File: src/tbi_pkg.sv
package tbi_pkg;

  localparam int StackDepth  = 64;
  localparam int StackAw     = $clog2(StackDepth);
  localparam int LevelW      = $clog2(StackDepth + 1);
  localparam int CordicSteps = 16;
  localparam int StepW       = $clog2(CordicSteps + 1);

  localparam logic signed [19:0] AngHalf   = 20'sd205888;
  localparam logic signed [19:0] AngPeriod = 20'sd411775;
  localparam logic signed [35:0] PiQ30     = 36'sd3373259426;
  localparam logic signed [35:0] HalfPiQ30 = 36'sd1686629713;
  localparam logic signed [33:0] GainQ30   = 34'sd652032874;

  // heading reduction: floor(2^40 / period) as the reciprocal
  localparam logic [18:0] WrapPeriod = 19'd411775;
  localparam logic [21:0] WrapRecip  = 22'((64'd1 << 40) / 64'd411775);

  localparam logic [7:0] SymPlus  = 8'h2B;
  localparam logic [7:0] SymMinus = 8'h2D;
  localparam logic [7:0] SymAmp   = 8'h26;
  localparam logic [7:0] SymCaret = 8'h5E;
  localparam logic [7:0] SymPush  = 8'h5B;
  localparam logic [7:0] SymPop   = 8'h5D;
  localparam logic [7:0] SymSpace = 8'h20;

  localparam logic [1:0] StOk        = 2'd0;
  localparam logic [1:0] StInvalid   = 2'd1;
  localparam logic [1:0] StUnderflow = 2'd2;
  localparam logic [1:0] StOverflow  = 2'd3;

  localparam logic [1:0] CfgHomeX     = 2'd0;
  localparam logic [1:0] CfgHomeY     = 2'd1;
  localparam logic [1:0] CfgHomeAngle = 2'd2;
  localparam logic [1:0] CfgHomeWidth = 2'd3;

  typedef enum logic [2:0] {
    OP_NOP, OP_HOME, OP_TURN, OP_WIDTH, OP_MOVE, OP_PUSH, OP_POP, OP_BAD
  } op_t;

  // controller -> datapath
  typedef struct packed {
    logic load;       // capture input item
    logic home;       // reload home state
    logic turn;       // apply angle delta
    logic width;      // apply width delta
    logic cordic_init;
    logic cordic_step;
    logic mul;        // register len*cos, len*sin
    logic move;       // update position
    logic push;
    logic pop_wr;     // load popped state
    logic negate;     // subtract argument instead of add
  } dp_cmd_t;

  function automatic logic signed [31:0] sat32(input logic signed [33:0] v);
    if (v > 34'sd2147483647) return 32'sh7FFFFFFF;
    if (v < -34'sd2147483648) return 32'sh80000000;
    return v[31:0];
  endfunction

  function automatic logic signed [35:0] atan_q30(input logic [4:0] i);
    logic [31:0] t;
    unique case (i)
      5'd0: t = 32'h3243F6A8;  5'd1: t = 32'h1DAC6705;  5'd2: t = 32'h0FADBAFC;
      5'd3: t = 32'h07F56EA6;  5'd4: t = 32'h03FEAB76;  5'd5: t = 32'h01FFD55B;
      5'd6: t = 32'h00FFFAAA;  5'd7: t = 32'h007FFF55;  5'd8: t = 32'h003FFFEA;
      5'd9: t = 32'h001FFFFD;  5'd10: t = 32'h000FFFFF; 5'd11: t = 32'h0007FFFF;
      5'd12: t = 32'h0003FFFF; 5'd13: t = 32'h0001FFFF; 5'd14: t = 32'h0000FFFF;
      5'd15: t = 32'h00007FFF; 5'd16: t = 32'h00003FFF; 5'd17: t = 32'h00001FFF;
      5'd18: t = 32'h00000FFF; 5'd19: t = 32'h000007FF; 5'd20: t = 32'h000003FF;
      5'd21: t = 32'h000001FF; 5'd22: t = 32'h000000FF; 5'd23: t = 32'h0000007F;
      default: t = 32'h0;
    endcase
    return $signed({4'b0, t});
  endfunction

  // heading wrap for |a| < 1.5 periods: a single correction either side
  function automatic logic signed [18:0] wrap_small(input logic signed [34:0] a);
    logic signed [34:0] r;
    r = a;
    if (r >= 35'(AngHalf)) r = r - 35'(AngPeriod);
    else if (r < -35'(AngHalf)) r = r + 35'(AngPeriod);
    return r[18:0];
  endfunction

endpackage

File: src/tbi_ctrl.sv
import tbi_pkg::*;
module tbi_ctrl (
  input  logic               clk,
  input  logic               rst_n,
  input  logic               in_valid,
  output logic               in_stall,
  output logic               out_valid,
  input  logic               out_stall,
  input  op_t                op,
  input  logic               stack_empty,
  input  logic               stack_full,
  input  logic               upper,
  input  logic               wrap_done,
  input  logic [StepW-1:0]   step,
  input  logic               sym_minus,
  output dp_cmd_t            cmd,
  output logic               seg_sel,
  output logic [1:0]         status
);
  typedef enum logic [2:0] {S_IDLE, S_DEC, S_WRAP, S_CORDIC, S_MUL, S_POP, S_UPD, S_OUT}
    state_t;
  state_t     state_r, state_nxt;
  logic       seg_r, seg_nxt;
  logic [1:0] status_r, status_nxt;

  assign in_stall  = state_r != S_IDLE;
  assign out_valid = state_r == S_OUT;
  assign seg_sel   = seg_r;
  assign status    = status_r;

  always_comb begin
    state_nxt  = state_r;
    seg_nxt    = seg_r;
    status_nxt = status_r;
    cmd        = '0;
    cmd.negate = sym_minus;
    unique case (state_r)
      S_IDLE: if (in_valid) begin
        cmd.load  = 1'b1;
        state_nxt = S_DEC;
      end
      S_DEC: begin
        seg_nxt    = 1'b0;
        status_nxt = StOk;
        state_nxt  = S_OUT;
        unique case (op)
          OP_HOME:  begin cmd.home = 1'b1; state_nxt = S_WRAP; end
          OP_TURN:  begin cmd.turn = 1'b1; state_nxt = S_WRAP; end
          OP_WIDTH: cmd.width = 1'b1;
          OP_MOVE:  begin cmd.cordic_init = 1'b1; state_nxt = S_CORDIC; end
          OP_PUSH:  if (stack_full) status_nxt = StOverflow; else cmd.push = 1'b1;
          OP_POP:   if (stack_empty) status_nxt = StUnderflow; else state_nxt = S_POP;
          OP_NOP:   status_nxt = StOk;
          OP_BAD:   status_nxt = StInvalid;
          default:  status_nxt = StOk;
        endcase
      end
      S_WRAP: if (wrap_done) begin
        cmd.move  = 1'b1; // commit wrapped heading
        state_nxt = S_OUT;
      end
      S_CORDIC: begin
        if (step == StepW'(CordicSteps)) begin
          cmd.mul   = 1'b1;
          state_nxt = S_MUL;
        end else cmd.cordic_step = 1'b1;
      end
      S_MUL: state_nxt = S_UPD;
      S_UPD: begin
        cmd.move  = 1'b1;
        seg_nxt   = upper;
        state_nxt = S_OUT;
      end
      S_POP: begin
        cmd.pop_wr = 1'b1;
        state_nxt  = S_OUT;
      end
      S_OUT: if (!out_stall) state_nxt = S_IDLE;
      default: state_nxt = S_IDLE;
    endcase
  end

  always_ff @(posedge clk) begin
    if (!rst_n) begin
      state_r  <= S_IDLE;
      seg_r    <= 1'b0;
      status_r <= StOk;
    end else begin
      state_r  <= state_nxt;
      seg_r    <= seg_nxt;
      status_r <= status_nxt;
    end
  end

`ifndef SYNTHESIS
  a_no_accept_busy: assert property (@(posedge clk) disable iff (!rst_n)
    state_r != S_IDLE |-> in_stall) else $error("accept while busy");
  a_seg_ok: assert property (@(posedge clk) disable iff (!rst_n)
    out_valid && seg_r |-> status_r == StOk) else $error("segment with error");
  a_out_hold: assert property (@(posedge clk) disable iff (!rst_n)
    out_valid && out_stall |=> out_valid && $stable(status_r)) else $error("result dropped");
`endif
endmodule
File: config.mk
export PLATFORM = sky130hd
export DESIGN_NAME = tbi_ctrl
export DESIGN_NICKNAME = d
export VERILOG_FILES = /design/src/tbi_pkg.sv /design/src/tbi_ctrl.sv
export SDC_FILE = /design/constraint.sdc
export NUM_CORES = 1
export LEC_CHECK = 0
export ABC_AREA = 1
export ABC_CLOCK_PERIOD_IN_PS = 1380
export CAP_MARGIN = 20
export CORE_AREA = 2 2 39 41
export CTS_BUF_LIST = sky130_fd_sc_hd__clkbuf_4
export DETAILED_ROUTE_END_ITERATION = 6
export DIE_AREA = 0 0 41 43
export DONT_BUFFER_PORTS = 1
export SKIP_LAST_GASP = 1
export SYNTH_ARGS = -nofsm -noshare
export SYNTH_HDL_FRONTEND = slang
export SYNTH_SLANG_ARGS = --single-unit
File: constraint.sdc
create_clock -name clk -period 1.38 [get_ports clk]
set_input_delay 0.069 -clock clk [delete_from_list [all_inputs] [get_ports clk]]
set_output_delay 0.069 -clock clk [all_outputs]
set_load 0.1 [all_outputs]
Word level (Yosys, flattened, before mapping). Cells that the tools add are included.

Output and inout bits: 16. Bits in registers: 6.

Muxes and demuxes: 27. Equal/unequal tests: 19. Reductions and logical operators: 6.

Operator list (number): 3-bit == test, second input constant (8); 3-bit case mux with 7 select lines (1); 1-bit two-way mux (13); 3-bit by 2-bit == test with 1-bit output, second input constant (4); 3-bit two-way mux (4); 3-bit case mux with 3 select lines (1); 2-bit two-way mux (4); 2-bit != test, second input constant (4); 3-bit by 1-bit == test with 1-bit output, second input constant (2); 2-bit case mux with 3 select lines (1); 5-bit == test, second input constant (1); 4-bit two-way mux (1); 1-bit case mux with 2 select lines (2); 4-bit AND reduction (1); 2-bit OR reduction (2); 3-bit logical NOT (1); 3-bit nonzero test (1); 2-bit nonzero test (1).

Longest topological paths before layout. Gate-level depths: netlist (run 1).

Word-level depth: 4. Depth in mapped cells: 9. Gate-level depth less buffers: 9.

Worst setup path after synthesis (run 1). Ideal clock, no wire load.

Kind: reg-to-output. Start: reg state_r[2]. End: out cmd[2] (netlist name). Slack: -2.277 ns. Buffers on the path: 1. Data arrival time: 3.588 ns. Stages on the path, launching flop included: 7. Cell sequence: dfxtp_1 -> buf_6 -> inv_2 -> nand2_1 -> nor2_4 -> inv_2 -> nor4_1.

RTL lines: start: declaration (RTL line tbi_ctrl.sv:22) `state_t state_r, state_nxt;`; start signal: assignment (RTL line tbi_ctrl.sv:89) `state_r <= state_nxt;`; end: declaration (RTL line tbi_ctrl.sv:16) `output dp_cmd_t cmd,`.

==> metrics.md, run 1 <==
| Metric | Value |
|---|---|
| Synth warnings | `0` |
| Initial antenna violation count | `0` |
| Worst Path Arrival | `1.38 ns` |
| Post-synthesis cell type count | `21` |
| IO Pins | `33` |
| CTS Buf Count | `3` |
| PortBufs | `0` |
| Routed WL | `1.58 mm` |
| Final setup viols | `4` |
| Seq cells post-synth | `6` |
| Total number of vias | `691` |
| Crit path largest cell delay | `0.36 ns` |
| Ys async rst share | `0` |
| Critical path's top delay family | `simple AND/OR/NAND/NOR gates` |
| Clk_lat worst skew | `0.25 ns` |
| Crit start category | `register` |
| CTS tree | `built` |
| Drt first pass iters | `4` |
| Layout Skew | `0.00769 ns` |
| Critical Path RT | `1.31 ns` |
| RSZ-0062 raised after global routing | `yes` |
| Largest area contributor in the netlist | `dfxtp_1` |
| Starting Density | `0.392` |
| Max Slew Vio Count | `0` |
| ANT nets after route | `0` |
| Hold WC Path Type | `input pin to register` |
| # fillers | `120` |
| Proportion of layout cells with a drive suffix above 1 | `0.471` |
| Total congestion overflow | `0` |
| Initial DRC count | `11` |
| Slew of the pin with the lowest slew margin | `0.342 ns` |
| Rel. slew slack | `0.771` |
| Hold Path Stages | `2` |
| Failing checks | `setup timing` |
| GR Util All Layers | `0.218` |
| Final worst slack | `-0.0718 ns` |
| Cells after Synth | `94` |
| Most used standard cell by instance count after synthesis | `nand2_1` |
| Worst vdd ir | `1.19 mV` |
| Die area | `1760 µm²` |
| CP max FO | `8` |
| Status | `finished, violations left` |
| Largest net degree at the start of global routing | `9` |
| Cell count after placement | `125` |
| Worst-path clk slew | `0.04 ns` |
| Area share of the largest cell type after synthesis | `0.222` |
| Syn nets | `111` |
| Placer Congestion | `0.819` |
| Clock root cell | `clkbuf_4` |
| Syn Std Cell Area | `542 µm²` |
| Primary FF master, synth | `dfxtp_1` |
| CP bufs+invs | `3` |
| R2R Path Start | `state_r[1]` |
| Vias/cell | `5.12` |
| Final hold vios | `0` |
| Sequential area share after synthesis | `0.222` |
| Number of synthesized flops with an enable pin | `0` |
| Fin cells | `135` |
| Final nets | `138` |
| Top post-synthesis cells by count | `24 x nand2_1, 11 x inv_1, 11 x nand3_1, 11 x nor2_1, 6 x dfxtp_1` |
| Num Clock Sinks | `6` |
| Crit path time final | `1.45 ns` |
| Vias in the first global route | `656` |
| Critical path startpoint | `state_r[2]` |
| Core outline area | `1380 µm²` |
| Area grow syn2layout | `88.0%` |
| ANT cells | `0` |
| Final worst-path cycle share | `1.05` |
| Number of cells on the worst reg-to-reg path | `8` |
| Die Span Y | `43 µm` |
| Critical path, cell by cell | `inv_4, nand2_4, nor2_4, inv_6, nor3_4, buf_12` |
| Largest cells by area after synthesis | `dfxtp_1 22%, nand2_1 17%, nand3_1 10%, inv_1 7.6%, nor2_1 7.6%` |
| WP depth | `6` |
| DIE WIDTH | `41 µm` |
| Synthesized area per cell | `5.76 µm²` |
| FP Rows | `14` |
| DP HPWL | `1.22 mm` |
| WS Path Type | `register to output port` |
| Pwr Total | `2.01 mW` |
| Max Buffers Root-to-Sink | `2` |
| Routed WL per cell | `11.7 µm` |
| Pwr per Cell Area | `1970 nW/µm²` |
| Start point of the worst min-delay path | `rst_n` |
| Critical-path top delay cell | `dfxtp_4` |
| F_max | `0.689 GHz` |
| H-tree Lvls | `1` |
| Global-route wire length before repair | `2.66 mm` |
| Static Leakage | `0.472 nW` |
| DR DRC count | `0` |
| Max-cap violations | `0` |
| Worst setup EP type | `output port` |
-- final timing paths --
kind | end | slack [ns]
worst min register to register | status[1] | 0.47
worst min-delay path | state_r[0] | 0.03
worst max register to register | state_r[2] | 0.14
worst max-delay path | cmd[7] | -0.07
-- final cells by class --
class	instances	area, µm²	share of cell area
clock buffer	3	22.5	0.0221
sequential	6	131	0.129
multi-input combinational	70	448	0.440
inverter	15	71.3	0.0700
timing repair buffer	25	325	0.319
tap	16	20.0	0.0197
-- state kept, by name (all words and copies together) (netlist names) --
signal   cells
state_r      3
status       2
seg_sel      1
-- power breakdown --
part           total (mW)  leakage [nW]  internal (mW)  switching [mW]
registers           0.300        0.0510          0.239          0.0601
clock network       0.161        0.0138         0.0983          0.0629
logic                1.55         0.407          0.513            1.03
total                2.01         0.472          0.851            1.16
-- layout by cell type, fill, tap and decap left out, types with 3 or more instances in the layout --
master / n
nand2_1: 23
nand3_1: 11
buf_4: 11
inv_1: 10
buf_12: 10
nor2_1: 7
nor2_2: 6
nor3_4: 4
nor2_4: 3
a21oi_1: 3
clkbuf_4: 3
dfxtp_1: 3
dfxtp_4: 3
-- per-stage QoR --
step	area, µm²	worst slack (ns)	util	hold slack [ns]	setup TNS, ns
final	1020	-0.0718	0.736	0.0280	-0.177
after global routing	1020	-0.136	0.736	0.0248	-0.545
after CTS	1000	-0.0796	0.724	0.0230	-0.294
after detailed placement	908	-0.0129	0.656	0.139	-0.0253
after global placement	908	0.0605	0.656	0.139	0
after floorplan	639	-0.439	-	0.204	-2.48
-- what timing repair did --
action,in CTS,in global routing
pin swaps,2,3
resized for setup,7,5
hold buffers,2,0
endpoints found under the setup margin,11,9
endpoints found under the hold margin,3,0
setup buffers,5,2
-- per-layer routing --
| layer | part of all wire | wire length (µm) | vias up | track usage |
|---|---|---|---|---|
| met2 | 0.55 | 862 | 26 | 0.350 |
| met1 | 0.38 | 604 | 317 | 0.272 |
| met5 | 0 | 0 | - | 0 |
| met4 | 0 | 0 | 0 | 0.0200 |
| li1 | - | - | 348 | - |
| met3 | 0.069 | 109 | 0 | 0.0942 |
-- cells by family (layout without fill, tap and decap cells) --
kind of cell	count (synthesis)	in the layout	synth area share
buffers and inverters	18	43	0.150
DFF	6	6	0.222
AOI/OAI and AO/OA	6	6	0.0623
and+or+nand+nor	64	64	0.566
Power figures use the tool's default switching activity.
==> run 2: changes to the inputs <==
--- a/config.mk
+++ b/config.mk
@@ -5,7 +5,7 @@
 export SDC_FILE = /design/constraint.sdc
 export NUM_CORES = 1
 export LEC_CHECK = 0
-export ABC_AREA = 1
+export ABC_AREA = 0
 export ABC_CLOCK_PERIOD_IN_PS = 1380
 export CAP_MARGIN = 20
 export CORE_AREA = 2 2 39 41
==> metrics.md, run 2 <==
| Metric | Value |
|---|---|
| Crit path time final | `1.60 ns` |
| Final nets | `123` |
| Worst R2R Setup Slack | `-0.13 ns` |
| End of the worst hold path | `state_r[2]` |
| Clk_lat worst skew | `0.25 ns` |
| Most common cell after layout, fill and taps aside | `buf_12` |
| Static Leakage | `0.458 nW` |
| FP Rows | `14` |
| Top post-synthesis cells by count | `9 x inv_1, 7 x nand2_1, 6 x dfxtp_1` |
| Worst-path clk slew | `0.05 ns` |
| Largest area contributor in the netlist | `dfxtp_1` |
| Largest cells by area after synthesis | `dfxtp_1 22%, inv_1 6.1%, nand2_1 4.7%, nor3_1 4.5%, o21ai_0 4.5%` |
| TNS Setup | `-1.71 ns` |
| Seq cells post-synth | `6` |
| Reg2Reg Capture Point | `state_r[2]` |
| CTS Buf Count | `3` |
| Placed cell areas | `928 µm²` |
| Critical Path RT | `1.31 ns` |
| Die Span Y | `43 µm` |
| Num Clock Sinks | `6` |
| Met1 usage | `0.261` |
| Initial DRC count | `27` |
| Initial antenna violation count | `0` |
| Final hold vios | `0` |
| Number of synthesized flops with an enable pin | `0` |
| Util after Layout | `0.823` |
| Sequential area share after synthesis | `0.217` |
| # fillers | `91` |
| Ys async rst share | `0` |
| R2R Path Start | `state_r[2]` |
| Top Usage Layer GRT | `met2` |
| Switching pwr | `1.19 mW` |
| Max reg flops | `3` |
| Failing checks | `setup timing` |
| Largest net degree at the start of global routing | `10` |
| Cells after Synth | `74` |
| Global-route wire length before repair | `2.75 mm` |
| Pwr per Cell Area | `2040 nW/µm²` |
| Cell area after layout | `1140 µm²` |
| CP max FO | `6` |
| Critical-path top delay cell | `dfxtp_4` |
| PortBufs | `0` |
| Drt first pass iters | `6` |
| ANT cells | `0` |
| Layout Skew | `0.00249 ns` |
| Worst hold-check slack | `0.0410 ns` |
| Core outline area | `1380 µm²` |
| Most frequent cells in the layout | `13 x buf_12, 11 x buf_4, 8 x inv_1, 6 x nor3_4` |
| Most used standard cell by instance count after synthesis | `inv_1` |
| Final worst-path cycle share | `1.16` |
| Start point of the worst min-delay path | `out_stall` |
| Syn Std Cell Area | `554 µm²` |
| Grt met2 use | `0.391` |
| Final worst slack | `-0.221 ns` |
| F_max | `0.625 GHz` |
| Switching share of power | `0.510` |
| Max-cap violations | `0` |
| Worst Path Arrival | `1.53 ns` |
| Post-synthesis cell type count | `36` |
| Hold Path Stages | `3` |
| Synthesized area per cell | `7.49 µm²` |
| GR Util All Layers | `0.229` |
| Critical path, cell by cell | `buf_4, or3_4, buf_6, nor2_4, buf_12` |
| CTS tree | `built` |
| H-tree Lvls | `1` |
| Total congestion overflow | `0` |
| WS Path Type | `register to output port` |
| Starting Density | `0.401` |
| DIE WIDTH | `41 µm` |
| Vias in the first global route | `642` |
| Max Buffers Root-to-Sink | `2` |
| Slew of the pin with the lowest slew margin | `0.331 ns` |
| Placer Congestion | `0.825` |
| Max Slew Vio Count | `0` |
| Area share of the largest cell type after synthesis | `0.217` |
| Proportion of layout cells with a drive suffix above 1 | `0.596` |
| Syn nets | `91` |
| Pwr Total | `2.33 mW` |
| Rel. slew slack | `0.777` |
| Critical path startpoint | `state_r[0]` |
| Synth warnings | `0` |
| Routed WL per cell | `16.1 µm` |
| Final setup viols | `12` |
| Vias/cell | `5.96` |
| Worst vdd ir | `1.06 mV` |
| Worst setup EP type | `output port` |
| DP HPWL | `1.26 mm` |
| Number of cells on the worst reg-to-reg path | `6` |
| Logic gate share of total power | `0.798` |
| Die area | `1760 µm²` |
| Sequential power share | `0.131` |
| Status | `finished, violations left` |
| Area grow syn2layout | `105%` |
| RSZ-0062 raised after global routing | `yes` |
| Met3 Usage GRT | `0.0366` |
| IO Pins | `33` |
| Primary FF master, synth | `dfxtp_1` |
| Crit start category | `register` |
| Crit path largest cell delay | `0.36 ns` |
| Routed WL | `1.93 mm` |
| Internal | `1.14 mW` |
| Clk pwr share | `0.071` |
| DR DRC count | `0` |
| Total number of vias | `715` |
| Top reg by flops | `state_r` |
| Hold WC Path Type | `input pin to register` |
| Clock root cell | `clkbuf_4` |
| ANT nets after route | `0` |
## run 2: cell types whose count changed in the layout (fill, tap and decap cells not counted), sizes merged, moves of 2 or more
cell,before,now
nor2,16,5
inv,14,9
nand2b,0,2
o21ai,2,5
nand3,13,1
buf,23,29
dlygate4sd3,2,4
nand2,27,7
nand4,2,0
nor4,2,0
nor3,4,6
and3,0,3
a211oi,0,2
## run 2: cell type report
cell class                 instances  area [µm²]  area share
multi-input combinational         53         490       0.431
timing repair buffer              33         439       0.386
sequential                         6         133       0.116
inverter                           9        33.8      0.0297
clock buffer                       3        22.5      0.0198
tap                               16        20.0      0.0176
## run 2: worst max-delay path by stage
stage / endpoint / slack (ns) / cells after the start
2_1_floorplan: cmd[2] / -0.36 / 5
3_3_place_gp: cmd[8] / -0.004 / 5
3_5_place_dp: cmd[8] / -0.02 / 5
4_1_cts: cmd[9] / -0.22 / 4
5_1_grt: cmd[9] / -0.26 / 4
6_report: cmd[10] / -0.22 / 5
## run 2: stage by stage
step | setup slack [ns] | std cells
after floorplan | -0.358 | 74
after global placement | -0.00369 | 106
after detailed placement | -0.0184 | 106
after CTS | -0.217 | 119
after global routing | -0.259 | 120
final | -0.221 | 120
## run 2: metal layers
layer | vias to the layer above | share of wire
met1 | 319 | 0.38
met5 | - | 0
li1 | 336 | -
met3 | 11 | 0.074
met4 | 0 | 0.036
met2 | 49 | 0.51
## run 2: power by group through the flow
stage	logic (mW)	clock network, mW	registers (mW)
3_3_place_gp	1.44	0	0.303
4_1_cts	1.77	0.167	0.302
6_report	1.85	0.165	0.306
5_1_grt	1.91	0.187	0.311
3_5_place_dp	1.45	0	0.308
2_1_floorplan	1.03	0	0.322
## run 2: logic make-up after synthesis
group,after synthesis,share of synthesized area
and+or+nand+nor,29,0.314
DFF,6,0.217
xor gates and xnor gates,1,0.0158
AOI/OAI and AO/OA,23,0.325
buffers and inverters,15,0.129
## run 2: what timing repair did
item	in CTS	in global routing
pin swaps	4	1
endpoints found under the setup margin	11	14
gates resized for setup	19	5
endpoints found under the hold margin	6	0
hold buffers	4	0
setup buffers	6	1
## run 2: critical path, delay by kind of cell, from the launching register on
family / cells / cell delay, ns
and+or+nand+nor: 2 / 0.45
DFF: 1 / 0.36
buffers and inverters: 3 / 0.48
